`src/hw/rtl/bts_pkg.sv`:
```
// Shared types and constants for the bilinear texture sampler.
package bts_pkg;

	localparam int CHAN_BITS  = 8;
	localparam int NUM_CHAN   = 3;
	localparam int TEXEL_BITS = CHAN_BITS * NUM_CHAN;
	localparam int COORD_BITS = 16;
	localparam int INDEX_BITS = 16;
	localparam int CFG_BITS   = 9;
	localparam int OUT_BITS   = 16;

	// Item opcodes carried on the action port.
	localparam logic ACT_WRITE  = 1'b0;
	localparam logic ACT_SAMPLE = 1'b1;

	// Configuration register indexes.
	localparam logic REG_TEX_WIDTH  = 1'b0;
	localparam logic REG_TEX_HEIGHT = 1'b1;

	// Tag that travels with each texel read from the sequencer to the blender.
	typedef struct packed {
		logic valid;
		logic hi_x;
		logic hi_y;
	} bts_tap_t;

endpackage

```
`src/hw/rtl/bts_blend.sv`:
```
// Per-channel bilinear blend lanes: row interpolation, then column interpolation.
module bts_blend import bts_pkg::*; #(
	parameter int WEIGHT_BITS = 8
) (
	input  logic                   clk,
	input  logic                   arst_n,
	input  logic [WEIGHT_BITS-1:0] fx,
	input  logic [WEIGHT_BITS-1:0] fy,
	input  bts_tap_t               tap,
	input  logic [TEXEL_BITS-1:0]  texel,
	output logic [OUT_BITS-1:0]    red_out,
	output logic [OUT_BITS-1:0]    green_out,
	output logic [OUT_BITS-1:0]    blue_out,
	output logic                   done
);

	localparam int WB = WEIGHT_BITS;
	localparam logic [WB:0] ONE = {1'b1, {WB{1'b0}}};

	logic                row_vld_s1;
	logic                hi_y_s1;
	logic                done_q;
	logic [WB:0]         wy;
	logic [OUT_BITS-1:0] res_q [NUM_CHAN];

	// The vertical weight is shared by all lanes.
	assign wy = hi_y_s1 ? {1'b0, fy} : ONE - {1'b0, fy};

	always_ff @(posedge clk or negedge arst_n) begin
		if (!arst_n) begin
			row_vld_s1 <= 1'b0;
			hi_y_s1    <= 1'b0;
			done_q     <= 1'b0;
		end else begin
			row_vld_s1 <= tap.valid & tap.hi_x;
			hi_y_s1    <= tap.hi_y;
			done_q     <= row_vld_s1 & hi_y_s1;
		end
	end

	for (genvar ch = 0; ch < NUM_CHAN; ch++) begin : g_lane
		logic [CHAN_BITS-1:0] chan;
		logic [WB:0]          wx;
		logic [WB+8:0]        prod_a;
		logic [WB+8:0]        row_q;
		logic [WB+8:0]        hrow_s1;
		logic [2*WB+9:0]      prod_b;
		logic [2*WB+9:0]      acc_q;
		logic [2*WB+9:0]      total;

		assign chan   = texel[CHAN_BITS*(NUM_CHAN-1-ch) +: CHAN_BITS];
		assign wx     = tap.hi_x ? {1'b0, fx} : ONE - {1'b0, fx};
		assign prod_a = (WB+9)'(wx) * (WB+9)'(chan);
		assign prod_b = (2*WB+10)'(wy) * (2*WB+10)'(hrow_s1);
		assign total  = acc_q + prod_b;

		// The left texel of a row parks in row_q until its right neighbor arrives.
		always_ff @(posedge clk) begin
			if (tap.valid) begin
				if (!tap.hi_x) begin
					row_q <= prod_a;
				end else begin
					hrow_s1 <= row_q + prod_a;
				end
			end
			if (row_vld_s1) begin
				if (!hi_y_s1) begin
					acc_q <= prod_b;
				end else begin
					res_q[ch] <= total[2*WB+7 -: OUT_BITS];
				end
			end
		end
	end

	assign red_out   = res_q[0];
	assign green_out = res_q[1];
	assign blue_out  = res_q[2];
	assign done      = done_q;

endmodule

```
`config.mk`:
```
export PLATFORM = sky130hd
export DESIGN_NAME = bts_blend
export DESIGN_NICKNAME = d
export VERILOG_FILES = /design/src/hw/rtl/bts_pkg.sv /design/src/hw/rtl/bts_blend.sv
export SDC_FILE = /design/constraint.sdc
export NUM_CORES = 2
export LEC_CHECK = 0
export BUFFER_PORTS_ARGS = -buffer_cell sky130_fd_sc_hd__buf_2
export CAP_MARGIN = 25
export CORE_ASPECT_RATIO = 1.5
export CORE_MARGIN = 4
export CORE_UTILIZATION = 43
export DETAILED_ROUTE_END_ITERATION = 16
export REMOVE_ABC_BUFFERS = 1
export SETUP_SLACK_MARGIN = 0.05
export SYNTH_ARGS = -nofsm -noshare
export SYNTH_HDL_FRONTEND = slang
export SYNTH_SLANG_ARGS = --single-unit
```
`constraint.sdc`:
```
create_clock -name clk -period 17.87 [get_ports clk]
set_input_delay 2.6805 -clock clk [delete_from_list [all_inputs] [get_ports clk]]
set_output_delay 2.6805 -clock clk [all_outputs]
set_load 0.01 [all_outputs]
```
==> metrics.md <==
| Metric | Value |
|---|---|
| Status | complete, no violations |
| Area grow syn2layout | 7.71% |
| Critical Path Most Common Cell | ha_1 |
| Clock Tree Root | clkbuf_16 |
| Sequential area share after synthesis | 21.3% |
| Total CTS buffers | 27 |
| Final Hold Fails | 0 |
| Final Cell Area | 34000 um^2 |
| Wirelength per Cell | 14.1 um |
| Congestion Overflow GR | 0 |
| Critical path type | input port to flop |
| I/O Buffers | 93 |
| Die width | 229 um |
| Via count | 21000 |
| Worst-path fanout max | 57 |
| Crit path buffers/inverters | 7 |
| Share of layout cells above drive strength 1 | 5.97% |
| Syn Area/Cell | 9.90 um^2 |
| Crit-path slowest cell | buf_4 |
| Minimum clock period | 10.33 ns |
| Setup Fix Bufs, Post-CTS | 0 |
| Peak Freq | 0.0968 GHz |
| Max-cap violations | 0 |
| Detailed Place HPWL | 46.6 mm |
| Worst skew pair latency | 0.57 ns |
| Ant. Diodes | 0 |
| Sink Count | 225 |
| FF+latch count, synth | 225 |
| CTS tree | yes |
| Drt first pass iters | 5 |
| Synth top area share | 28.1% |
| Setup TNS | 0 ns |
| DR vias/cell | 5.02 |
| Number of global-route vias before repair | 22500 |
| CP arrival | 10.64 ns |
| Wire length of the first global-routing pass | 106 mm |
| Yosys cell types | 66 |
| Largest net degree at the start of global routing | 58 |
| Setup crit end kind | flop |
| Total Wirelength | 59.1 mm |
| Leading area contributor after synthesis | fa_1 |
| ANT nets after route | 0 |
| Synthesized area | 31600 um^2 |
| Unrepaired setup endpoints after global routing | no |
| Top FF cell, synth | edfxtp_1 |
| CP Data Required Time | 18.18 ns |
| NumNets Final | 4089 |
| I/O pin count | 94 |
| Startpoint Class | input port |
| Post-Route Skew | 0.0133 ns |
| Die height | 340 um |
| EDFF count, synth | 222 |
| H-tree levels | 1 |
| Routability Congestion | 0.807 |
| Worst hold path type | flop to flop |
| Synth async-reset ratio | 1.33% |
| Clock-pin slew on the worst setup and hold paths | 0.06 ns |
| DRC | 0 |
| Worst slack at placement | 6.91 ns |
| Yosys warning total | 0 |
| Initial DRC Count | 684 |
| Post-CTS sizing | 0 |
| Final setup violation count | 0 |
| Antenna violations before repair | 3 |
| CP max stage delay | 0.51 ns |
| Total GRT Usage | 15.9% |
| Initial Util | 43.5% |
| Top cells by area, synth | fa_1 (28%), edfxtp_1 (21%), ha_1 (14%) |
| CP top delay family | adder cells |
| FP Rows | 121 |
| Max-slew violation count | 0 |
| Tcrit/Tclk final | 57.8% |
| Placed Area | 33200 um^2 |
| Core ar. | 72700 um^2 |
| Hold-fix buffers, CTS | 0 |
| Rel. slew slack | 51.1% |
| Die area | 78000 um^2 |
| Syn Inst Count | 3193 |
| Worst Max-Slew Pin Slew | 0.733 ns |
| Final WS setup | 7.54 ns |
| Clock Tree Buf Depth | 3 |
[path summary, 6_finish.rpt]
kind	start	to	slack, ns	cells past startpoint
min in group asynchronous	arst_n	hi_y_s1$_DFF_PN0_	1.90	1
worst min register to register	g_lane[1].row_q[0]$_DFFE_PP_	g_lane[1].hrow_s1[0]$_DFFE_PP_	0.56	1
worst min-delay path	g_lane[1].row_q[0]$_DFFE_PP_	g_lane[1].hrow_s1[0]$_DFFE_PP_	0.56	1
max in group asynchronous	arst_n	row_vld_s1$_DFF_PN0_	15.86	1
worst max-delay path	fy[0]	res_q[0][31]$_DFFE_PP_	7.54	34
worst max register to register	hi_y_s1$_DFF_PN0_	res_q[0][31]$_DFFE_PP_	10.03	30
[synth_stat cells, types with 12 or more instances]
cell / n
a21o_1: 42
a21oi_1: 125
a31oi_1: 12
and2_1: 404
and3_1: 12
buf_1: 17
clkbuf_1: 65
edfxtp_1: 222
fa_1: 444
ha_1: 349
inv_1: 570
nand2_1: 330
nand2b_1: 15
nand3_1: 27
nor2_1: 87
nor2b_1: 29
nor3_1: 35
o21a_1: 14
o21ai_0: 48
o21bai_1: 22
or3_1: 15
xnor2_1: 130
xor2_1: 61
[metal layers]
layer | vias to the layer above | GRT usage, % | wire, um
met5 | - | 0 | 0
met4 | 0 | 4.21 | 1410
met3 | 80 | 1.25 | 1350
met2 | 220 | 28.5 | 29400
met1 | 10500 | 20.9 | 26900
li1 | 10300 | - | -
[per-stage QoR]
step / cells / util (%) / hold slack, ns
2_1_floorplan: 3109 / - / 0.513
3_3_place_gp: 4144 / 45.7 / 0.545
3_5_place_dp: 4144 / 45.7 / 0.545
4_1_cts: 4191 / 46.8 / 0.565
5_1_grt: 4191 / 46.8 / 0.572
6_report: 4191 / 46.8 / 0.564
[cells by family (layout without fill, tap and decap cells)]
group                      Yosys count  count (layout)  synth area share, %
muxes                                2               2               0.0713
xor gates and xnor gates           196             196                 5.64
adders and majority gates          793             793                 41.9
buffers and inverters              654             730                 7.78
AOI/OAI and AO/OA                  342             342                 7.27
DFF                                225             225                 21.3
and+or+nand+nor                    981             981                 16.0
[state kept, by name, summed over array words and instances, names as in the netlist]
register	flops
res_q	48
g_lane.row_q	51
g_lane.acc_q	72
row_vld_s1	1
g_lane.hrow_s1	51
done	1
hi_y_s1	1
[layout make-up]
class                           instances  area [um^2]
Fill cell                            6951        38600
Clock inverter                         17          156
Clock buffer                           30          687
Inverter                              570         2140
Timing Repair Buffer                  113          616
Tap cell                              922         1150
Multi-Input combinational cell       2314        22500
Sequential cell                       225         6740
[placed cells by master (no fill, tap or decap), types with 5 or more instances in the layout]
master	n
fa_1	444
xor2_1	55
nor2_1	87
o21bai_1	22
edfxtp_1	222
nand2_1	330
o21ai_1	8
xor2_4	6
a21oi_1	125
a31oi_1	12
inv_1	570
a21oi_2	5
xnor2_1	130
nand3_1	27
nand2b_1	15
o21a_1	14
nor3_1	35
a21o_1	42
nor2b_1	27
and2_1	402
a41oi_1	5
a211oi_1	8
o211ai_1	8
o21ai_0	48
a41o_1	7
buf_2	93
buf_4	20
ha_1	349
or3_1	15
clkbuf_16	27
or2_2	8
and3_1	12
Power is left out: the tool's default activity adds up to more than one toggle a clock period on the data nets, which glitch-free logic cannot reach.
